`src/hdl/eipc_pkg.sv`:
```
`timescale 1ns / 1ps
package eipc_pkg;

	// Size of the chromosome seen map. Must be a power of two.
	localparam int MAX_CHROMS = 1024;
	localparam int SLOT_W     = $clog2(MAX_CHROMS);

	localparam int CHROM_W = 10;
	localparam int POS_W   = 31;
	localparam int NAME_W  = 32;
	localparam int CNT_W   = 32;
	localparam int SUM_W   = 48;
	localparam int STAT_W  = 2;

	localparam logic [STAT_W-1:0] ST_OK        = 2'd0;
	localparam logic [STAT_W-1:0] ST_REVISIT   = 2'd1;
	localparam logic [STAT_W-1:0] ST_START_DEC = 2'd2;

	localparam logic MODE_RECORD = 1'b0;
	localparam logic MODE_END    = 1'b1;

	typedef struct packed {
		logic               mode;
		logic [CHROM_W-1:0] chrom;
		logic [POS_W-1:0]   start;
		logic [POS_W-1:0]   stop;
		logic [NAME_W-1:0]  name;
	} item_t;

	typedef struct packed {
		logic [STAT_W-1:0]  status;
		logic [CNT_W-1:0]   pileups;
		logic [SUM_W-1:0]   size_sum;
		logic [CNT_W-1:0]   best_size;
		logic [CHROM_W-1:0] best_chrom;
		logic [POS_W-1:0]   best_start;
		logic [POS_W-1:0]   best_end;
	} stats_t;

	typedef struct packed {
		logic              en;
		logic [SLOT_W-1:0] slot;
	} map_wr_t;

	// Seen map slot of a chromosome id (id modulo the map size).
	function automatic logic [SLOT_W-1:0] slot_of(logic [CHROM_W-1:0] c);
		logic [31:0] wide;
		wide = 32'(c) % MAX_CHROMS;
		return wide[SLOT_W-1:0];
	endfunction

endpackage

```
`src/hdl/eipc_ifs.sv`:
```
`timescale 1ns / 1ps
interface eipc_item_if;
	import eipc_pkg::*;
	logic               valid;
	logic               ready;
	logic               mode;
	logic [CHROM_W-1:0] chrom_id;
	logic [POS_W-1:0]   start_pos;
	logic [POS_W-1:0]   end_pos;
	logic [NAME_W-1:0]  name_id;
	modport source (output valid, mode, chrom_id, start_pos, end_pos, name_id, input ready);
	modport sink (input valid, mode, chrom_id, start_pos, end_pos, name_id, output ready);
endinterface

interface eipc_result_if;
	import eipc_pkg::*;
	logic               valid;
	logic               ready;
	logic [STAT_W-1:0]  status;
	logic [CNT_W-1:0]   pileups_found;
	logic [SUM_W-1:0]   size_sum;
	logic [CNT_W-1:0]   largest_size;
	logic [CHROM_W-1:0] largest_chrom;
	logic [POS_W-1:0]   largest_start;
	logic [POS_W-1:0]   largest_end;
	logic               finished;
	modport source (output valid, status, pileups_found, size_sum, largest_size,
		largest_chrom, largest_start, largest_end, finished, input ready);
	modport sink (input valid, status, pileups_found, size_sum, largest_size,
		largest_chrom, largest_start, largest_end, finished, output ready);
endinterface

interface eipc_cfg_if;
	logic valid;
	logic ready;
	logic compare_name;
	modport source (output valid, compare_name, input ready);
	modport sink (input valid, compare_name, output ready);
endinterface

```
`src/hdl/exact_interval_pileup_counter.sv`:
```
`timescale 1ns / 1ps
// A request is captured in the input register and its result is then
// offered from the result register.
// Throughput: one request per cycle while results are taken and the seen map is not being cleared.
// Reset: after arst_n rises the chromosome seen map is cleared one entry per
// cycle; requests wait, configuration writes do not.
module exact_interval_pileup_counter (
	input logic         clk,
	input logic         arst_n,
	eipc_item_if.sink   item,
	eipc_result_if.source result,
	eipc_cfg_if.sink    cfg
);
	import eipc_pkg::*;

	// Input stage. The seen map is read at the same edge that captures the
	// request, so its bit lines up with the captured request.
	logic    valid_s1;
	item_t   item_s1;
	logic    fwd_s1;
	logic    seen_bit;
	logic    map_busy;
	logic    accept;
	logic    adv;
	map_wr_t map_wr;
	logic [SLOT_W-1:0] new_slot;

	// Result register.
	logic   res_valid_q;
	stats_t res_q;
	logic   res_fin_q;
	stats_t stats_n;

	logic compare_name_q;

	// The input stage moves on when the result register is free or being
	// drained; a waiting result that is not taken blocks a new request.
	assign adv    = valid_s1 && (!res_valid_q || result.ready);
	assign accept = item.valid && item.ready;
	assign item.ready = !map_busy && (!valid_s1 || adv);
	assign new_slot = slot_of(item.chrom_id);

	always_ff @(posedge clk or negedge arst_n) begin
		if (!arst_n) begin
			valid_s1 <= 1'b0;
		end else if (accept) begin
			valid_s1 <= 1'b1;
		end else if (adv) begin
			valid_s1 <= 1'b0;
		end
	end

	// The request leaving the stage may mark the same slot that the new
	// request reads; the map read returns the old bit, so the mark is
	// forwarded alongside it.
	always_ff @(posedge clk) begin
		if (accept) begin
			item_s1.mode  <= item.mode;
			item_s1.chrom <= item.chrom_id;
			item_s1.start <= item.start_pos;
			item_s1.stop  <= item.end_pos;
			item_s1.name  <= item.name_id;
			fwd_s1        <= map_wr.en && (map_wr.slot == new_slot);
		end
	end

	eipc_seen_map u_map (
		.clk     (clk),
		.arst_n  (arst_n),
		.rd_en   (accept),
		.rd_slot (new_slot),
		.rd_bit  (seen_bit),
		.wr      (map_wr),
		.busy    (map_busy)
	);

	eipc_tracker u_tracker (
		.clk          (clk),
		.arst_n       (arst_n),
		.item_s1      (item_s1),
		.seen_s1      (seen_bit || fwd_s1),
		.adv          (adv),
		.compare_name (compare_name_q),
		.stats_n      (stats_n),
		.wr           (map_wr)
	);

	// Configuration is a single bit, always writable.
	assign cfg.ready = 1'b1;

	always_ff @(posedge clk or negedge arst_n) begin
		if (!arst_n) begin
			compare_name_q <= 1'b0;
		end else if (cfg.valid && cfg.ready) begin
			compare_name_q <= cfg.compare_name;
		end
	end

	always_ff @(posedge clk or negedge arst_n) begin
		if (!arst_n) begin
			res_valid_q <= 1'b0;
			res_q       <= '0;
			res_fin_q   <= 1'b0;
		end else begin
			if (adv) begin
				res_valid_q <= 1'b1;
				res_q       <= stats_n;
				res_fin_q   <= item_s1.mode;
			end else if (result.ready) begin
				res_valid_q <= 1'b0;
			end
		end
	end

	assign result.valid         = res_valid_q;
	assign result.status        = res_q.status;
	assign result.pileups_found = res_q.pileups;
	assign result.size_sum      = res_q.size_sum;
	assign result.largest_size  = res_q.best_size;
	assign result.largest_chrom = res_q.best_chrom;
	assign result.largest_start = res_q.best_start;
	assign result.largest_end   = res_q.best_end;
	assign result.finished      = res_fin_q;

	// The map is never marked while the clearing sweep owns its write port.
	a_no_mark_while_clearing: assert property (@(posedge clk) disable iff (!arst_n)
		map_busy |-> !map_wr.en)
		else $error("seen map marked during clearing sweep");

	// An error status, once reported, is reported by every later result.
	a_status_sticky: assert property (@(posedge clk) disable iff (!arst_n)
		(adv && (res_q.status != ST_OK)) |=> (res_q.status == $past(res_q.status)))
		else $error("error status not sticky");

	// The pile-up count never goes down from one result to the next.
	a_count_monotonic: assert property (@(posedge clk) disable iff (!arst_n)
		adv |=> (res_q.pileups >= $past(res_q.pileups)))
		else $error("pile-up count decreased");

endmodule

```
`src/hdl/eipc_seen_map.sv`:
```
`timescale 1ns / 1ps
module eipc_seen_map (
	input  logic                       clk,
	input  logic                       arst_n,
	input  logic                       rd_en,
	input  logic [eipc_pkg::SLOT_W-1:0] rd_slot,
	output logic                       rd_bit,
	input  eipc_pkg::map_wr_t          wr,
	output logic                       busy
);
	import eipc_pkg::*;

	logic              mem [MAX_CHROMS];
	logic [SLOT_W-1:0] clr_cnt_q;
	logic              clearing_q;
	logic              seen_rd_s1;

	// After reset the map is swept to zero, one entry per cycle.
	always_ff @(posedge clk or negedge arst_n) begin
		if (!arst_n) begin
			clr_cnt_q  <= '0;
			clearing_q <= 1'b1;
		end else if (clearing_q) begin
			clr_cnt_q <= clr_cnt_q + 1'b1;
			if (clr_cnt_q == SLOT_W'(MAX_CHROMS - 1)) begin
				clearing_q <= 1'b0;
			end
		end
	end

	always_ff @(posedge clk) begin
		if (clearing_q) begin
			mem[clr_cnt_q] <= 1'b0;
		end else if (wr.en) begin
			mem[wr.slot] <= 1'b1;
		end
	end

	always_ff @(posedge clk) begin
		if (rd_en) begin
			seen_rd_s1 <= mem[rd_slot];
		end
	end

	assign rd_bit = seen_rd_s1;
	assign busy   = clearing_q;

endmodule

```
`src/hdl/eipc_tracker.sv`:
```
`timescale 1ns / 1ps
module eipc_tracker (
	input  logic              clk,
	input  logic              arst_n,
	input  eipc_pkg::item_t   item_s1,
	input  logic              seen_s1,
	input  logic              adv,
	input  logic              compare_name,
	output eipc_pkg::stats_t  stats_n,
	output eipc_pkg::map_wr_t wr
);
	import eipc_pkg::*;

	logic [CHROM_W-1:0] cur_chrom_q, cur_chrom_n;
	logic               have_chrom_q, have_chrom_n;
	logic               run_valid_q, run_valid_n;
	logic [POS_W-1:0]   run_start_q, run_start_n;
	logic [POS_W-1:0]   run_end_q, run_end_n;
	logic [NAME_W-1:0]  run_name_q, run_name_n;
	logic [CNT_W-1:0]   run_len_q, run_len_n;
	stats_t             st_q;

	logic         same_chrom;
	logic         match;
	logic         do_close;
	logic         wr_en;
	logic [SUM_W:0] sum_wide;

	always_comb begin
		cur_chrom_n  = cur_chrom_q;
		have_chrom_n = have_chrom_q;
		run_valid_n  = run_valid_q;
		run_start_n  = run_start_q;
		run_end_n    = run_end_q;
		run_name_n   = run_name_q;
		run_len_n    = run_len_q;
		stats_n      = st_q;
		wr_en        = 1'b0;
		sum_wide     = {1'b0, st_q.size_sum} + (SUM_W + 1)'(run_len_q);

		same_chrom = have_chrom_q && (item_s1.chrom == cur_chrom_q);
		match = run_valid_q && (item_s1.start == run_start_q) &&
			(item_s1.stop == run_end_q) &&
			(!compare_name || (item_s1.name == run_name_q));

		do_close = (item_s1.mode == MODE_END) || !same_chrom || !match;

		if (st_q.status == ST_OK) begin
			// Closing a run of more than one record updates the statistics.
			if (do_close && run_valid_q && (run_len_q > CNT_W'(1))) begin
				if (st_q.pileups != '1) begin
					stats_n.pileups = st_q.pileups + 1'b1;
				end
				stats_n.size_sum = sum_wide[SUM_W] ? '1 : sum_wide[SUM_W-1:0];
				if (run_len_q > st_q.best_size) begin
					stats_n.best_size  = run_len_q;
					stats_n.best_chrom = cur_chrom_q;
					stats_n.best_start = run_start_q;
					stats_n.best_end   = run_end_q;
				end
			end

			if (item_s1.mode == MODE_END) begin
				run_valid_n = 1'b0;
				run_len_n   = '0;
			end else begin
				if (!same_chrom) begin
					if (seen_s1) begin
						stats_n.status = ST_REVISIT;
					end else begin
						wr_en        = 1'b1;
						cur_chrom_n  = item_s1.chrom;
						have_chrom_n = 1'b1;
						run_valid_n  = 1'b0;
						run_len_n    = '0;
						match        = 1'b0;
					end
				end
				if ((stats_n.status == ST_OK) && run_valid_n &&
						(item_s1.start < run_start_q)) begin
					stats_n.status = ST_START_DEC;
				end
				if (stats_n.status == ST_OK) begin
					if (match) begin
						if (run_len_q != '1) begin
							run_len_n = run_len_q + 1'b1;
						end
					end else begin
						run_valid_n = 1'b1;
						run_start_n = item_s1.start;
						run_end_n   = item_s1.stop;
						run_name_n  = item_s1.name;
						run_len_n   = CNT_W'(1);
					end
				end
			end
		end
	end

	assign wr.en   = adv && wr_en;
	assign wr.slot = slot_of(item_s1.chrom);

	always_ff @(posedge clk or negedge arst_n) begin
		if (!arst_n) begin
			cur_chrom_q  <= '0;
			have_chrom_q <= 1'b0;
			run_valid_q  <= 1'b0;
			run_start_q  <= '0;
			run_end_q    <= '0;
			run_name_q   <= '0;
			run_len_q    <= '0;
			st_q         <= '0;
		end else if (adv) begin
			cur_chrom_q  <= cur_chrom_n;
			have_chrom_q <= have_chrom_n;
			run_valid_q  <= run_valid_n;
			run_start_q  <= run_start_n;
			run_end_q    <= run_end_n;
			run_name_q   <= run_name_n;
			run_len_q    <= run_len_n;
			st_q         <= stats_n;
		end
	end

endmodule

```
`src/flat_wrapper.sv`:
```
// flat-port wrapper written by rule: the top's interface ports become plain ports
module exact_interval_pileup_counter_flat import eipc_pkg::*;
  (clk, arst_n, item_valid, item_mode, item_chrom_id, item_start_pos, item_end_pos, item_name_id, item_ready, result_valid, result_status, result_pileups_found, result_size_sum, result_largest_size, result_largest_chrom, result_largest_start, result_largest_end, result_finished, result_ready, cfg_valid, cfg_compare_name, cfg_ready);
  eipc_item_if item_i ();
  eipc_result_if result_i ();
  eipc_cfg_if cfg_i ();
  input logic clk;
  input logic arst_n;
  input wire logic [$bits(item_i.valid)-1:0] item_valid;
  input wire logic [$bits(item_i.mode)-1:0] item_mode;
  input wire logic [$bits(item_i.chrom_id)-1:0] item_chrom_id;
  input wire logic [$bits(item_i.start_pos)-1:0] item_start_pos;
  input wire logic [$bits(item_i.end_pos)-1:0] item_end_pos;
  input wire logic [$bits(item_i.name_id)-1:0] item_name_id;
  output wire logic [$bits(item_i.ready)-1:0] item_ready;
  output wire logic [$bits(result_i.valid)-1:0] result_valid;
  output wire logic [$bits(result_i.status)-1:0] result_status;
  output wire logic [$bits(result_i.pileups_found)-1:0] result_pileups_found;
  output wire logic [$bits(result_i.size_sum)-1:0] result_size_sum;
  output wire logic [$bits(result_i.largest_size)-1:0] result_largest_size;
  output wire logic [$bits(result_i.largest_chrom)-1:0] result_largest_chrom;
  output wire logic [$bits(result_i.largest_start)-1:0] result_largest_start;
  output wire logic [$bits(result_i.largest_end)-1:0] result_largest_end;
  output wire logic [$bits(result_i.finished)-1:0] result_finished;
  input wire logic [$bits(result_i.ready)-1:0] result_ready;
  input wire logic [$bits(cfg_i.valid)-1:0] cfg_valid;
  input wire logic [$bits(cfg_i.compare_name)-1:0] cfg_compare_name;
  output wire logic [$bits(cfg_i.ready)-1:0] cfg_ready;
  assign item_i.valid = item_valid;
  assign item_i.mode = item_mode;
  assign item_i.chrom_id = item_chrom_id;
  assign item_i.start_pos = item_start_pos;
  assign item_i.end_pos = item_end_pos;
  assign item_i.name_id = item_name_id;
  assign item_ready = item_i.ready;
  assign result_valid = result_i.valid;
  assign result_status = result_i.status;
  assign result_pileups_found = result_i.pileups_found;
  assign result_size_sum = result_i.size_sum;
  assign result_largest_size = result_i.largest_size;
  assign result_largest_chrom = result_i.largest_chrom;
  assign result_largest_start = result_i.largest_start;
  assign result_largest_end = result_i.largest_end;
  assign result_finished = result_i.finished;
  assign result_i.ready = result_ready;
  assign cfg_i.valid = cfg_valid;
  assign cfg_i.compare_name = cfg_compare_name;
  assign cfg_ready = cfg_i.ready;
  exact_interval_pileup_counter u_core (.clk(clk), .arst_n(arst_n), .item(item_i), .result(result_i), .cfg(cfg_i));
endmodule
```
`config.mk`:
```
export PLATFORM = sky130hd
export DESIGN_NAME = exact_interval_pileup_counter_flat
export DESIGN_NICKNAME = d
export VERILOG_FILES = /design/src/hdl/eipc_pkg.sv /design/src/hdl/eipc_ifs.sv /design/src/hdl/exact_interval_pileup_counter.sv /design/src/hdl/eipc_seen_map.sv /design/src/hdl/eipc_tracker.sv /design/src/flat_wrapper.sv
export SDC_FILE = /design/constraint.sdc
export NUM_CORES = 2
export LEC_CHECK = 0
export CAP_MARGIN = 10
export CORE_MARGIN = 3
export CORE_UTILIZATION = 25
export DETAILED_ROUTE_END_ITERATION = 16
export DONT_BUFFER_PORTS = 1
export HOLD_SLACK_MARGIN = 0.1
export PLACE_DENSITY_LB_ADDON = 0.25
export SLEW_MARGIN = 20
export SYNTH_ARGS = -nofsm -noshare
export SYNTH_HDL_FRONTEND = slang
export SYNTH_SLANG_ARGS = --single-unit
export TNS_END_PERCENT = 20
```
`constraint.sdc`:
```
create_clock -name clk -period 11.08 [get_ports clk]
set_clock_uncertainty 0.2 [all_clocks]
set_input_delay 2.77 -clock clk [delete_from_list [all_inputs] [get_ports clk]]
set_output_delay 2.77 -clock clk [all_outputs]
set_load 0.02 [all_outputs]
```
==> results.toml <==
[sta]
maxSlewHeadroom_pct = 8.877
rsz0062_at_grt = "no"
worst_pin_slew_ps = 1367
setup_tns_ps = 0
setup_viol = 0
fin_crit_ps = 7228
hold_violations = 0
drv_slew = 0
max_freq_ghz = 0.1383
fin_crit_sh_pct = 65.24

[placed_design]
gp_congestion = 0.8112
hpwlAfterDp_um = 111500
io_buffers = 0

[synthesis]
ys_ff_latch = 1470
ys_warn_count = 0
synth_fp_nets = 5033
ys_types = 85
avgSynthCellArea_um2 = 13.75
synth_area_leader_cell = "edfxtp_1"
synth-main-ff-cell = "edfxtp_1"
syn-cell-area_um2 = 66300
yosys-top-cells-area = "edfxtp_1 (51%), dfrtp_1 (13%), mux4_2 (9.0%)"
synth_top_area_share_pct = 51.23
synth-edff-count = 1131
synth_seq_area_share_pct = 64.03
netlist_instances = 4821
async_flop_share_pct = 23.06

[cts]
clk_pin_slew_ps = 60
cts_buffers = 169
htree_levels = 4
clock_latency_ps = 800
cts_sinks = 1470
post_cts_resize_count = 0
cts.path.max_buffers = 3
cts_tree = "yes"
clockRootBuffer = "clkbuf_16"
cts_setup_buffers = 0
hold_buffers = 0

[global_routing]
antenna_found_initial = 17
grt_pass1_vias = 39777
grt.total_usage_pct = 14.15
grt_max_degree = 340
grt_remaining_overflow = 0
grt_pass1_wl_um = 285600

[critical_path]
crit_fanout = 197
critPathKind = "in -> reg"
worstPathArrival_ps = 7500
critPathRequiredTime_ps = 11350
startpoint_type = "input port"
worstSetupEndpointType = "flop"

[floorplan]
num_io_pins = 301
core.rowCount = 188
core_area_um2 = 263200
die_w_um = 521.0
fp.dieH_um = 521.0
start_util_pct = 25.19
dieArea_um2 = 271400

[power_and_ir_drop]
powerDensity_nw_per_um2 = 169.0
p_leak_nw = 25.08
vdd_drop_max_uv = 149.3

[detailed_routing]
ant_nets = 0
drc = 0
dr_total_vias = 40397
drtPass1Iterations = 5
wl_um = 197900
first_iter_violations = 3931
avgRoutedWirePerCell_um = 23.65
via_per_inst = 4.828

[finish]
layout-drive-gt1-share_pct = 17.80
finish.utilization_pct = 28.55
area_growth_pct = 13.35
fin_nets = 4920

[worst_hold_path]
hold_path.class = "reg -> reg"

[outcome]
status = "complete, no violations"

[job]
maxCapViolations = 0
==> Yosys cell counts, types with 57 or more instances <==
library cell	count
mux4_2	266
mux2_2	221
nand4_1	65
a21oi_1	101
ha_1	100
nand3_1	104
nand2_1	171
edfxtp_1	1131
mux2i_1	57
xor2_1	100
inv_1	85
buf_2	106
nor2_1	1115
dfrtp_1	338
clkbuf_1	189
==> cells in the final DEF (no fill, tap or decap), types with 17 or more instances in the layout <==
cell type,count
nand3_1,89
and3_1,29
a31oi_1,34
buf_4,61
clkinv_2,22
clkinv_1,30
mux4_2,266
xor2_1,100
nand4_1,65
nand2_1,140
nor2_1,1114
ha_1,100
o21ai_0,51
edfxtp_1,1131
nand2_2,19
nand3_2,17
nor2b_1,17
o22a_1,25
nand2b_1,23
mux2_2,221
a22oi_1,35
xnor2_1,52
dfrtp_1,338
nor4_1,46
a21oi_1,100
nor3_1,39
clkbuf_1,56
a21o_1,31
inv_1,85
mux2i_1,57
o22ai_1,19
clkbuf_16,171
==> registers in the layout, indices dropped and copies added, names as in the netlist, 32 cells and up <==
signal	flops
u_core.result.largest_size	32
u_core.result.pileups_found	32
u_core.u_tracker.run_name_q	32
u_core.u_tracker.run_len_q	32
u_core.result.size_sum	48
u_core.u_map.mem	1024
u_core.item_s1	105
==> layout make-up <==
type	count	area [um2]
repair buffers	67	568.0
flip-flops and latches	1470	42450
well taps	3515	4398
multi-input cells	2915	22170
clock buffers	233	4572
fillers	26717	188100
clock inverters	77	663.1
diodes	5	12.51
inverters	85	319.1
==> metal layers <==
metal / vias up / global-route usage (%) / share of wire (%)
li1: 17587 / - / -
met1: 21196 / 19.82 / 45
met2: 1328 / 21.60 / 45
met3: 270 / 3.873 / 8.4
met4: 16 / 3.537 / 2.2
met5: - / 0 / 0.046
==> where the power goes <==
part | total (mW) | internal (mW) | switching [mW]
Clock | 5.36 | 3.06 | 2.30
Combinational | 0.904 | 0.449 | 0.454
Sequential | 6.44 | 6.16 | 0.278
==> through the flow <==
step	power [mW]	std cells	instance area, um2	worst slack, ps	hold WS (ps)
floorplan	7.211	4821	66300	2811	262.1
global placement	7.427	8051	69790	3178	299.1
detailed placement	7.449	8051	69830	3089	304.1
CTS	12.85	8361	75070	3926	313.6
global route	13.20	8362	75130	3502	330.6
finish	12.70	8367	75150	3852	312.1
==> critical path, stage by stage <==
cell and delay [ps]:
nand2b_1 220, nand3_2 150, or2_0 230, buf_4 190, nor3_4 770, buf_4 670, buf_12 570, mux2i_1 170
nor2_1 500, nand2_1 780, nor2_1 310
==> kinds of logic (layout without fill, tap and decap cells) <==
logic type      after synthesis  in the layout  synth area share, %
xor+xnor                    152            152                2.008
simple gates               1688           1688                10.99
fa+ha+maj                   101            101                1.917
flops                      1470           1470                64.03
other cells                   1              6             0.005656
mux                         555            555                13.86
compound gates              418            418                4.273
buf+inv                     436            462                2.923
==> worst paths after layout <==
kind,start,to,slack (ps),cells past startpoint
setup / recovery,result_ready,u_core.u_map.mem[255]$_DFFE_PP_,3850,11
max in group asynchronous,arst_n,u_core.result.largest_start[7]$_DFFE_PN0P_,8780,0
hold reg to reg,u_core.item_s1[77]$_DFFE_PP_,u_core.u_tracker.run_start_q[14]$_DFFE_PN0P_,310,1
setup reg to reg,u_core.result.status[0]$_DFFE_PN0P_,u_core.u_map.mem[255]$_DFFE_PP_,5230,11
min in group asynchronous,arst_n,u_core.result.largest_size[9]$_DFFE_PN0P_,1470,0
hold / removal,u_core.item_s1[77]$_DFFE_PP_,u_core.u_tracker.run_start_q[14]$_DFFE_PN0P_,310,1
Power figures use the tool's default switching activity.
